File: src/hdl/scc_pkg.sv
// shared types, sizes and helpers for the second-chance cache lookup
// no dependencies; imported by every module under hdl

package scc_pkg;

  // table geometry
  localparam int MAX_SLOTS = 64;
  localparam int KEY_BITS  = 64;
  localparam int SLOT_W    = $clog2(MAX_SLOTS);
  localparam int NUM_W     = $clog2(MAX_SLOTS + 1);

  // port widths fixed by the interface
  localparam int KEY_IN_W  = 64;
  localparam int CFG_W     = 7;
  localparam int CNT_BITS  = 32;
  localparam int SLOT_IDX_W = 6;

  localparam logic [CFG_W-1:0] ENTRIES_RESET = CFG_W'(64);

  typedef struct packed {
    logic              done;
    logic              hit;
    logic [SLOT_W-1:0] idx;
  } scc_scan_st_t;

  typedef struct packed {
    logic              done;
    logic [SLOT_W-1:0] victim;
  } scc_hand_st_t;

  typedef enum logic [3:0] {
    ST_IDLE   = 4'b0001,
    ST_SEARCH = 4'b0010,
    ST_SWEEP  = 4'b0100,
    ST_FINISH = 4'b1000
  } scc_state_t;

  // zero acts as one, anything above the table size acts as the table size
  function automatic logic [NUM_W-1:0] clamp_entries(input logic [CFG_W-1:0] v);
    if (32'(v) > 32'(MAX_SLOTS)) begin
      return NUM_W'(MAX_SLOTS);
    end else if (v == '0) begin
      return NUM_W'(1);
    end else begin
      return NUM_W'(v);
    end
  endfunction

  function automatic logic [CNT_BITS-1:0] sat_inc(input logic [CNT_BITS-1:0] c);
    if (c == '1) begin
      return c;
    end else begin
      return c + CNT_BITS'(1);
    end
  endfunction

endpackage

File: src/hdl/scc_key_scan.sv
// key store and sequential associative search, one slot compared per cycle
// depends on scc_pkg

module scc_key_scan (
  input  logic                          clk,
  input  logic                          rst_n,
  input  logic                          start,
  input  logic [scc_pkg::KEY_BITS-1:0]  key,
  input  logic [scc_pkg::NUM_W-1:0]     num_slots,
  input  logic [scc_pkg::MAX_SLOTS-1:0] slot_valid,
  input  logic                          wr_en,
  input  logic [scc_pkg::SLOT_W-1:0]    wr_addr,
  input  logic [scc_pkg::KEY_BITS-1:0]  wr_key,
  output scc_pkg::scc_scan_st_t         status
);
  import scc_pkg::*;

  logic [KEY_BITS-1:0] key_mem [MAX_SLOTS];

  logic                busy_r;
  logic [NUM_W-1:0]    scan_r;
  logic                rd_vld_r;
  logic [SLOT_W-1:0]   rd_idx_r;
  logic [KEY_BITS-1:0] rd_key_r;

  logic issue;
  logic match;
  logic exhaust;

  assign issue   = busy_r && (scan_r < num_slots);
  // compare the slot read last cycle, so the lowest match is found first
  assign match   = rd_vld_r && slot_valid[rd_idx_r] && (rd_key_r == key);
  assign exhaust = busy_r && !rd_vld_r && !issue;

  assign status.done = busy_r && (match || exhaust);
  assign status.hit  = match;
  assign status.idx  = rd_idx_r;

  always_ff @(posedge clk) begin
    if (wr_en) begin
      key_mem[wr_addr] <= wr_key;
    end
    if (issue) begin
      rd_key_r <= key_mem[scan_r[SLOT_W-1:0]];
    end
  end

  always_ff @(posedge clk) begin
    if (!rst_n) begin
      busy_r   <= 1'b0;
      scan_r   <= '0;
      rd_vld_r <= 1'b0;
      rd_idx_r <= '0;
    end else if (start) begin
      busy_r   <= 1'b1;
      scan_r   <= '0;
      rd_vld_r <= 1'b0;
    end else if (status.done) begin
      busy_r   <= 1'b0;
      rd_vld_r <= 1'b0;
    end else if (busy_r) begin
      rd_vld_r <= issue;
      rd_idx_r <= scan_r[SLOT_W-1:0];
      if (issue) begin
        scan_r <= scan_r + NUM_W'(1);
      end
    end
  end

`ifndef SYNTHESIS
  a_done_ends_scan: assert property (@(posedge clk) disable iff (!rst_n)
    status.done && !start |=> !busy_r)
    else $error("scan still busy after reporting done");

  a_hit_in_range: assert property (@(posedge clk) disable iff (!rst_n)
    status.done && status.hit |-> (NUM_W'(status.idx) < num_slots))
    else $error("hit reported on a slot outside the active range");

  a_no_write_while_scanning: assert property (@(posedge clk) disable iff (!rst_n)
    busy_r |-> !wr_en)
    else $error("key store written during a search");
`endif

endmodule

File: config.mk
export PLATFORM = sky130hd
export DESIGN_NAME = scc_key_scan
export DESIGN_NICKNAME = d
export VERILOG_FILES = /design/src/hdl/scc_pkg.sv /design/src/hdl/scc_key_scan.sv
export SDC_FILE = /design/constraint.sdc
export NUM_CORES = 2
export LEC_CHECK = 0
export ABC_AREA = 1
export BUFFER_PORTS_ARGS = -buffer_cell sky130_fd_sc_hd__buf_4
export CAP_MARGIN = 20
export CELL_PAD_IN_SITES_DETAIL_PLACEMENT = 1
export CELL_PAD_IN_SITES_GLOBAL_PLACEMENT = 1
export CORE_UTILIZATION = 57
export CTS_CLUSTER_DIAMETER = 80
export DETAILED_ROUTE_END_ITERATION = 16
export PLACE_DENSITY_LB_ADDON = 0.3
export SYNTH_ARGS = -nofsm -noshare
export SYNTH_HDL_FRONTEND = slang
export SYNTH_SLANG_ARGS = --single-unit
File: constraint.sdc
create_clock -name clk -period 15.8 [get_ports clk]
set_clock_uncertainty 0.1 [all_clocks]
set_input_delay 2.37 -clock clk [delete_from_list [all_inputs] [get_ports clk]]
set_output_delay 2.37 -clock clk [all_outputs]
set_load 0.05 [all_outputs]
==> results.sh <==
export IMPL_timing_rr_start="scan_r[0]"
export IMPL_fin_tns_setup_ps=0
export IMPL_rows=196
export IMPL_cts_setup_buffers=0
export IMPL_synth_largest_area_cell="edfxtp_1"
export IMPL_nets=12330
export IMPL_wire_per_inst_um=38.19
export IMPL_drive_above_1_share_pct=9.187
export IMPL_num_io_pins=217
export IMPL_crit_arrival_ps=5480
export IMPL_drv_cap=0
export IMPL_worstSetupEndpointType="primary output"
export IMPL_synth_async_reset_ratio_pct=0
export IMPL_ys_seq_area_share_pct=76.55
export IMPL_whs_ps=480.8
export IMPL_finalMaxSlewViolations=0
export IMPL_placedCellCount=15460
export IMPL_clock_latency_ps=1030
export IMPL_cts_hold_buffers=0
export IMPL_critPathTopFamily="simple AND/OR/NAND/NOR gates"
export IMPL_synth_cell_types=38
export IMPL_cts_buffers=410
export IMPL_synth_edf_count=4160
export IMPL_dieArea_um2=289100
export IMPL_root_buffer="clkbuf_16"
export IMPL_port_buffers=216
export IMPL_area_growth_pct=11.33
export IMPL_slowest_stage="nor2_1"
export IMPL_finalCritPeriodShare_pct=50.32
export IMPL_grt_max_degree=198
export IMPL_track_usage_pct=42.51
export IMPL_cellPowerDensity_nw_per_um2=126.8
export IMPL_cp_start_kind="input port"
export IMPL_synth_flop_cell="edfxtp_1"
export IMPL_cts_sinks=4175
export IMPL_yosysWarnings=0
export IMPL_grt_pass1_vias=119400
export IMPL_drc=0
export IMPL_dpl_cell_area_um2=168600
export IMPL_grt_overflow_total=0
export IMPL_max_slew_margin_rel_pct=11.72
export IMPL_core_um2=285200
export IMPL_grt_pass1_wl_um=866200
export IMPL_synth_cells=12120
export IMPL_fmax_mhz=125.8
export IMPL_crit_chain="buf_4, inv_1, nand2_1, nand2_1, nor2_1, nand2_1, nor2_1, nand2_1, nor2_1, nand3_1, nor2_1, buf_4, nand2_2, a21oi_1, buf_4"
export IMPL_status="completed"
export IMPL_cts_tree="done"
export IMPL_rsz0062_at_grt="false"
export IMPL_initial_utilization_pct=57.35
export IMPL_combPwrFrac_pct=3.9
export IMPL_clkPwrFrac_pct=42.9
export IMPL_crit_buf_inv=4
export IMPL_internal_power_mw=17.96
export IMPL_hpwl_um=312900
export IMPL_ctsResizeCount=0
export IMPL_synth_common_cells="4160 x edfxtp_1, 2169 x nor2_1, 2047 x o21ai_0"
export IMPL_p_sw_mw=5.136
export IMPL_ir_drop_uv=146.1
export IMPL_syn_area_per_cell_um2=13.50
export IMPL_yosys_top_cells_area="edfxtp_1 76%, o21ai_0 6.3%, nor2_1 5.0%, o22ai_1 2.4%, o221ai_1 2.2%"
export IMPL_rrSetupSlack_ps=8730
export IMPL_setup_violations=0
export IMPL_critPathKind="in2out"
export IMPL_die_h_um=537.7
export IMPL_synth_top_area_share_pct=76.37
export IMPL_p_leak_nw=58.53
export IMPL_hold_start="scan_r[6]"
export IMPL_nFillCells=26260
export IMPL_seqPwrFrac_pct=53.3
export IMPL_swShare_pct=22.23
export IMPL_synth_seq_cells=4175
export IMPL_final_seq_area_um2=125200
export IMPL_finalCriticalPeriod_ps=7951
export IMPL_final_antenna_net_count=0
export IMPL_path_max_fanout=14
export IMPL_worstMarginPinSlew_ps=1324
export IMPL_dr_pass1_iters=6
export IMPL_viasPerCell=7.156
export IMPL_cts_max_path_buffers=4
export IMPL_htreeDepth=5
export IMPL_cp_startpoint="key[52]"
export IMPL_num_vias=116300
export IMPL_finalWirelength_um=620800
export IMPL_gp_congestion=0.8687
export IMPL_synth_nets=12330
export IMPL_cp_required_ps=13330
export IMPL_drt_iter0_drc=18960
export IMPL_die_width_um=537.7
export IMPL_stdcell_count=16260
export IMPL_multi_input_area_um2=34480
export IMPL_antenna_found_initial=49
export IMPL_max_stage_delay_ps=560
export IMPL_hold_viol_final=0
export IMPL_post_route_cell_area_um2=182100
export IMPL_synth_most_common_cell="edfxtp_1"
export IMPL_clk_pin_slew_ps=60
export IMPL_hold_path_class="reg2reg"
export IMPL_synth_area_um2=163600
## final cells by class
| type | instances | share of cell area (%) |
|---|---|---|
| Antenna cell | 42 | 0.05771 |
| Clock buffer | 492 | 5.861 |
| Clock inverter | 258 | 1.422 |
| Inverter | 127 | 0.2927 |
| Multi-Input combinational cell | 6939 | 18.93 |
| Sequential cell | 4175 | 68.77 |
| Tap cell | 3762 | 2.585 |
| Timing Repair Buffer | 461 | 2.079 |
## sequential cells by signal, indices dropped and copies added, names as in the netlist
name,cells
busy_r,1
key_mem,4096
rd_idx_r,6
rd_key_r,64
rd_vld_r,1
scan_r,7
## path summary, 6_finish.rpt
check,end,depth (start not counted)
max,status[7],15
min,scan_r[6],2
max reg2reg,rd_key_r[5],12
min reg2reg,scan_r[6],2
## worst register-to-register path, delay by kind of cell, from the launching register on
family,cells,cell delay [ps]
buffers and inverters,6,4950
AND/OR/NAND/NOR,4,740
flip-flops,1,550
AO/OA/AOI/OAI,2,550
## per-layer routing
layer,wire length (um),up-vias,global-route usage (%)
li1,-,45760,-
met1,201300,58090,52.16
met2,281100,9757,65.55
met3,83290,2688,10.44
met4,54970,26,32.37
met5,172,-,0
## placed cells by master (no fill, tap or decap), types with 18 or more instances in the layout
cell and instances:
buf_4 438, nand4_1 91, buf_12 18, o211ai_1 109
nand2_1 748, o22ai_1 626, clkinv_2 85, inv_1 116
nor2_4 59, bufinv_16 41, clkinvlp_4 20, diode_2 42
nor2_1 2111, o221ai_1 402, a21oi_1 123, clkbuf_1 77
clkbuf_16 415, edfxtp_1 4160, clkinv_1 88, nand3_1 515
o21ai_0 2047, o21ai_1 26
## logic make-up after synthesis
kind of cell,synth area share (%)
compound gates,11.85
xor+xnor,0.09638
fa+ha+maj,0.05354
buf+inv,2.673
flops,76.55
simple gates,8.777
## through the flow
step,utilization [%],worst slack (ps),total power [mW]
2_1_floorplan,-,6048,12.94
3_3_place_gp,59.10,7950,13.31
3_5_place_dp,59.11,7957,13.38
4_1_cts,63.76,7950,23.04
5_1_grt,63.83,7797,23.41
6_report,63.85,7849,23.10
## power by group through the flow
stage / Combinational (mW) / Sequential, mW / Clock [mW]
global placement: 0.778 / 12.5 / 0
floorplan: 0.414 / 12.5 / 0
finish: 0.892 / 12.3 / 9.90
detailed placement: 0.839 / 12.5 / 0
CTS: 0.863 / 12.3 / 9.87
global route: 0.932 / 12.3 / 10.2
No activity file was read; power rests on OpenSTA's default activity.
