--- src/hdl/scc_pkg.sv ---
// shared types, sizes and helpers for the second-chance cache lookup
// no dependencies; imported by every module under hdl

package scc_pkg;

  // table geometry
  localparam int MAX_SLOTS = 64;
  localparam int KEY_BITS  = 64;
  localparam int SLOT_W    = $clog2(MAX_SLOTS);
  localparam int NUM_W     = $clog2(MAX_SLOTS + 1);

  // port widths fixed by the interface
  localparam int KEY_IN_W  = 64;
  localparam int CFG_W     = 7;
  localparam int CNT_BITS  = 32;
  localparam int SLOT_IDX_W = 6;

  localparam logic [CFG_W-1:0] ENTRIES_RESET = CFG_W'(64);

  typedef struct packed {
    logic              done;
    logic              hit;
    logic [SLOT_W-1:0] idx;
  } scc_scan_st_t;

  typedef struct packed {
    logic              done;
    logic [SLOT_W-1:0] victim;
  } scc_hand_st_t;

  typedef enum logic [3:0] {
    ST_IDLE   = 4'b0001,
    ST_SEARCH = 4'b0010,
    ST_SWEEP  = 4'b0100,
    ST_FINISH = 4'b1000
  } scc_state_t;

  // zero acts as one, anything above the table size acts as the table size
  function automatic logic [NUM_W-1:0] clamp_entries(input logic [CFG_W-1:0] v);
    if (32'(v) > 32'(MAX_SLOTS)) begin
      return NUM_W'(MAX_SLOTS);
    end else if (v == '0) begin
      return NUM_W'(1);
    end else begin
      return NUM_W'(v);
    end
  endfunction

  function automatic logic [CNT_BITS-1:0] sat_inc(input logic [CNT_BITS-1:0] c);
    if (c == '1) begin
      return c;
    end else begin
      return c + CNT_BITS'(1);
    end
  endfunction

endpackage

--- src/hdl/scc_clock_hand.sv ---
// reference bits and clock hand; sweeps one slot per cycle, pausing for wrap steps, with a shared
// compare-and-subtract for the wrap. depends on scc_pkg

module scc_clock_hand (
  input  logic                       clk,
  input  logic                       rst_n,
  input  logic                       start,
  input  logic [scc_pkg::NUM_W-1:0]  num_slots,
  input  logic                       set_en,
  input  logic [scc_pkg::SLOT_W-1:0] set_idx,
  output scc_pkg::scc_hand_st_t      status
);
  import scc_pkg::*;

  logic [MAX_SLOTS-1:0] ref_bits_r;
  logic [SLOT_W-1:0]    hand_r;
  logic [NUM_W-1:0]     acc_r;
  logic                 busy_r;
  logic                 wrap_r;

  logic [NUM_W-1:0] opnd;
  logic             ge_n;
  logic [NUM_W-1:0] diff;

  // one compare and subtract serves both the step and the wrap reduction
  assign opnd = wrap_r ? acc_r : (NUM_W'(hand_r) + NUM_W'(1));
  assign ge_n = opnd >= num_slots;
  assign diff = opnd - num_slots;

  assign status.done   = busy_r && !wrap_r && !ref_bits_r[hand_r];
  assign status.victim = hand_r;

  always_ff @(posedge clk) begin
    if (!rst_n) begin
      ref_bits_r <= '0;
      hand_r     <= '0;
      acc_r      <= '0;
      busy_r     <= 1'b0;
      wrap_r     <= 1'b0;
    end else if (start) begin
      busy_r <= 1'b1;
      wrap_r <= 1'b0;
    end else if (set_en) begin
      ref_bits_r[set_idx] <= 1'b1;
    end else if (status.done) begin
      // hand stays on the replaced slot
      ref_bits_r[hand_r] <= 1'b1;
      busy_r             <= 1'b0;
    end else if (busy_r) begin
      if (!wrap_r) begin
        ref_bits_r[hand_r] <= 1'b0;
      end
      if (ge_n) begin
        acc_r  <= diff;
        wrap_r <= 1'b1;
      end else begin
        hand_r <= opnd[SLOT_W-1:0];
        wrap_r <= 1'b0;
      end
    end
  end

`ifndef SYNTHESIS
  a_victim_bit_set: assert property (@(posedge clk) disable iff (!rst_n)
    status.done && !start && !set_en |=> ref_bits_r[$past(hand_r)])
    else $error("replaced slot left without its reference bit");

  a_wrap_only_busy: assert property (@(posedge clk) disable iff (!rst_n)
    wrap_r |-> busy_r)
    else $error("wrap reduction active outside a sweep");

  a_no_set_in_sweep: assert property (@(posedge clk) disable iff (!rst_n)
    busy_r |-> !set_en)
    else $error("hit marking collides with a sweep");
`endif

endmodule

--- config.mk ---
export PLATFORM = sky130hd
export DESIGN_NAME = scc_clock_hand
export DESIGN_NICKNAME = d
export VERILOG_FILES = /design/src/hdl/scc_pkg.sv /design/src/hdl/scc_clock_hand.sv
export SDC_FILE = /design/constraint.sdc
export NUM_CORES = 1
export LEC_CHECK = 0
export ABC_AREA = 1
export BUFFER_PORTS_ARGS = -buffer_cell sky130_fd_sc_hd__buf_2
export CORE_MARGIN = 10
export CORE_UTILIZATION = 50
export CTS_CLUSTER_DIAMETER = 150
export DETAILED_ROUTE_END_ITERATION = 8
export HOLD_SLACK_MARGIN = 0.06
export PLACE_DENSITY = 0.72
export SYNTH_ARGS = -nofsm -noshare
export SYNTH_HDL_FRONTEND = slang
export SYNTH_SLANG_ARGS = --single-unit
--- constraint.sdc ---
create_clock -name clk -period 6.1 [get_ports clk]
set_clock_uncertainty 0.15 [all_clocks]
set_input_delay 0.61 -clock clk [delete_from_list [all_inputs] [get_ports clk]]
set_output_delay 0.61 -clock clk [all_outputs]
set_load 0.01 [all_outputs]
==> flow_metrics.py <==
metrics = {
    "outcome": {
        "status": "completed",
    },
    "synth": {
        "synth-seq-area-share": 0.266,
        "synth.top_cells.by_count": "sky130_fd_sc_hd__nand2_1 (294), sky130_fd_sc_hd__nor2_1 (138), sky130_fd_sc_hd__inv_1 (128), sky130_fd_sc_hd__o21ai_0 (125), sky130_fd_sc_hd__dfxtp_1 (79)",
        "synth_edf_count": 0,
        "synthTopCellsByArea": "sky130_fd_sc_hd__dfxtp_1 (27%), sky130_fd_sc_hd__nand2_1 (19%), sky130_fd_sc_hd__o21ai_0 (11%)",
        "ys_ff_latch": 79,
        "synth_top_area_cell": "sky130_fd_sc_hd__dfxtp_1",
        "ys.flop_type": "sky130_fd_sc_hd__dfxtp_1",
        "postSynth.asyncResetShare": 0,
        "syn_area_per_cell_um2": 5.81,
        "yosys.cell_count.top_type": "sky130_fd_sc_hd__nand2_1",
        "yosys_warnings": 0,
        "synthCells": 1022,
        "synth_top_cell_area_share": 0.266,
        "synthDistinctLibCells": 29,
        "syn-num-nets": 1048,
        "syn-cell-area_um2": 5940,
    },
    "clock_network": {
        "clock_path_buffers": 2,
        "cts.sink_count": 79,
        "htreeDepth": 3,
        "clk-insertion-delay-late_ps": 350,
        "clkSlewWorstSetupHoldPaths_ps": 60,
        "postCtsHoldBufs": 0,
        "tritoncts_clock_tree": "yes",
        "post_cts_buffers": 0,
        "post_cts_resized": 0,
        "ctsRootBufferMaster": "sky130_fd_sc_hd__clkbuf_16",
        "tritoncts.num_buffers": 9,
    },
    "job": {
        "max_cap_viol_count": 0,
    },
    "global_routing": {
        "groute.usage.overall": 0.218,
        "grt_max_degree": 83,
        "global_route.overflow_total": 0,
        "first_pass_grt_wire_length_um": 29500,
        "antenna_found_initial": 0,
        "first_global_vias": 5723,
    },
    "cells_and_area": {
        "antenna_cells": 0,
        "drive_above_1_share": 0.100,
        "final_net_count": 1039,
        "layout.core_utilization": 0.548,
        "area_growth_pct": 6.41,
        "final_cell_area_um2": 6320,
    },
    "setup_path": {
        "crit_end_category": "flip-flop",
        "critPathArrivalTime_ps": 3680,
        "crit_path_max_fanout": 41,
        "critical_path_class": "flip-flop to flip-flop",
        "cp.required_ps": 6230,
        "critical_path.max_stage_delay_ps": 460,
        "worstPathCellList": "buf_4 > nand2_1 > nor2_1 > inv_1 > o21ai_0 > o22ai_1 > ha_1 > inv_1 > o31a_1 > nand3_1 > inv_1 > nand4_1 > nand2_1 > nand2_1 > nor2_1",
        "worst-r2r-setup-slack_ps": 2550,
        "critical-path-slowest-cell": "sky130_fd_sc_hd__buf_4",
        "startpoint_type": "flip-flop",
        "worst_r2r_path_depth": 15,
        "rr_endpoint": "hand_r[2]$_SDFFE_PN0P_",
        "r2r_start": "hand_r[0]$_SDFFE_PN0P_",
    },
    "sta": {
        "setup_violating_endpoint_count_in_the_final_report": 0,
        "period_needed_ps": 3550,
        "maxClockFrequency_ghz": 0.282,
        "final.period_utilization": 0.581,
        "fin_setup_tns_ps": 0,
        "report.final.hold_viol_count": 0,
        "worst_pin_slew_ps": 1240,
        "drv_slew": 0,
        "slew-limit-headroom": 0.165,
        "grt_setup_unrepaired": "no",
    },
    "detailed_routing": {
        "drt_iter0_drc": 813,
        "wl_met3_um": 1750,
        "drt-met1-wl_um": 8380,
        "viasPerCell": 5.55,
        "wl_met2_um": 7640,
        "detail_route.wirelength_um": 18100,
        "route.detailed.wl_per_inst_um": 15.6,
        "route.top_layer_used": "met4",
        "dr_total_vias": 6443,
        "ant_nets": 0,
        "first_pass_iters": 6,
        "drc": 0,
    },
    "placement": {
        "gpl.final_weighted_congestion": 0.951,
        "place_hpwl_um": 11800,
        "numPortBuffers": 23,
        "postPlaceCellArea_um2": 6020,
    },
    "floorplan": {
        "floorplan.initialDensity": 0.515,
        "dieWidth_um": 129,
        "dieHeight_um": 129,
        "core_region_area_um2": 11500,
        "die_area_um2": 16600,
        "io_pins": 24,
        "placement_rows": 39,
    },
    "power": {
        "cell_pwr_density_nw_per_um2": 222,
        "p_leak_nw": 3.05,
        "ir_drop_mv": 0.186,
    },
    "hold_path": {
        "min_path_type": "flip-flop to flip-flop",
        "hold-path-endpoint": "busy_r$_SDFFE_PN0P_",
        "hold_start": "busy_r$_SDFFE_PN0P_",
        "whs_path_depth": 2,
    },
}
## cells in the final DEF, fill, tap and decap left out, drive strengths merged, types with 2 or more instances in the layout
cell	Yosys	final
dfxtp	79	79
xor2	4	4
clkbuf	28	11
buf	21	29
nand4	3	3
a21oi	124	124
nand2	295	295
o21ai	130	130
nor2	139	139
a31oi	13	13
nand3	23	23
clkinv	0	4
ha	8	8
nor3	18	18
inv	131	130
o22ai	2	2
## how the worst max path moves through the flow
stage | startpoint | to | slack (ps)
detailed placement | hand_r[0]$_SDFFE_PN0P_ | hand_r[4]$_SDFFE_PN0P_ | 2680
CTS | hand_r[0]$_SDFFE_PN0P_ | hand_r[2]$_SDFFE_PN0P_ | 2610
finish | hand_r[0]$_SDFFE_PN0P_ | hand_r[2]$_SDFFE_PN0P_ | 2550
floorplan | hand_r[1]$_SDFFE_PN0P_ | hand_r[3]$_SDFFE_PN0P_ | 3230
global route | hand_r[0]$_SDFFE_PN0P_ | hand_r[5]$_SDFFE_PN0P_ | 2160
global placement | hand_r[0]$_SDFFE_PN0P_ | hand_r[5]$_SDFFE_PN0P_ | 2850
## layout make-up
class	instances	area (um2)
repair buffers	29	160
multi-input cells	763	3600
flip-flops and latches	79	1580
well taps	143	179
fillers	1195	5200
inverters	131	494
clock inverters	4	45.0
clock buffers	11	253
## worst max-delay path, delay by kind of cell, from the launching register on
| kind | cells | cell delay [ps] |
|---|---|---|
| AND/OR/NAND/NOR | 7 | 1430 |
| buffers and inverters | 4 | 760 |
| AO/OA/AOI/OAI | 3 | 440 |
| flip-flops | 1 | 410 |
| adder cells (fa/ha/maj) | 1 | 310 |
## report_power, final
group	leakage (nW)	switching, mW	internal, mW
combinational	2.26	0.201	0.0829
clock	0.151	0.221	0.335
sequential	0.646	0.0180	0.547
total	3.05	0.440	0.964
## stage by stage
stage               setup WS, ps  cells  hold WS, ps  total power [mW]
floorplan                   3230   1022          286             0.788
global placement            2850   1145          301             0.851
detailed placement          2680   1145          309             0.852
CTS                         2610   1160          317              1.41
global route                2160   1160          354              1.47
finish                      2550   1160          314              1.40
## layer usage
| layer | global-route usage | vias to the layer above |
|---|---|---|
| met3 | 0.0583 | 23 |
| met1 | 0.308 | 2914 |
| met4 | 0.0642 | 0 |
| li1 | - | 3240 |
| met2 | 0.317 | 266 |
| met5 | 0 | - |
## cell families (layout without fill, tap and decap cells)
| kind of cell | after synthesis | after routing | share of synthesized area |
|---|---|---|---|
| compound gates | 270 | 270 | 0.263 |
| xor+xnor | 5 | 5 | 0.00738 |
| fa+ha+maj | 9 | 9 | 0.0202 |
| buf+inv | 180 | 175 | 0.128 |
| flops | 79 | 79 | 0.266 |
| simple gates | 479 | 479 | 0.315 |
No activity file was read; power rests on OpenSTA's default activity.
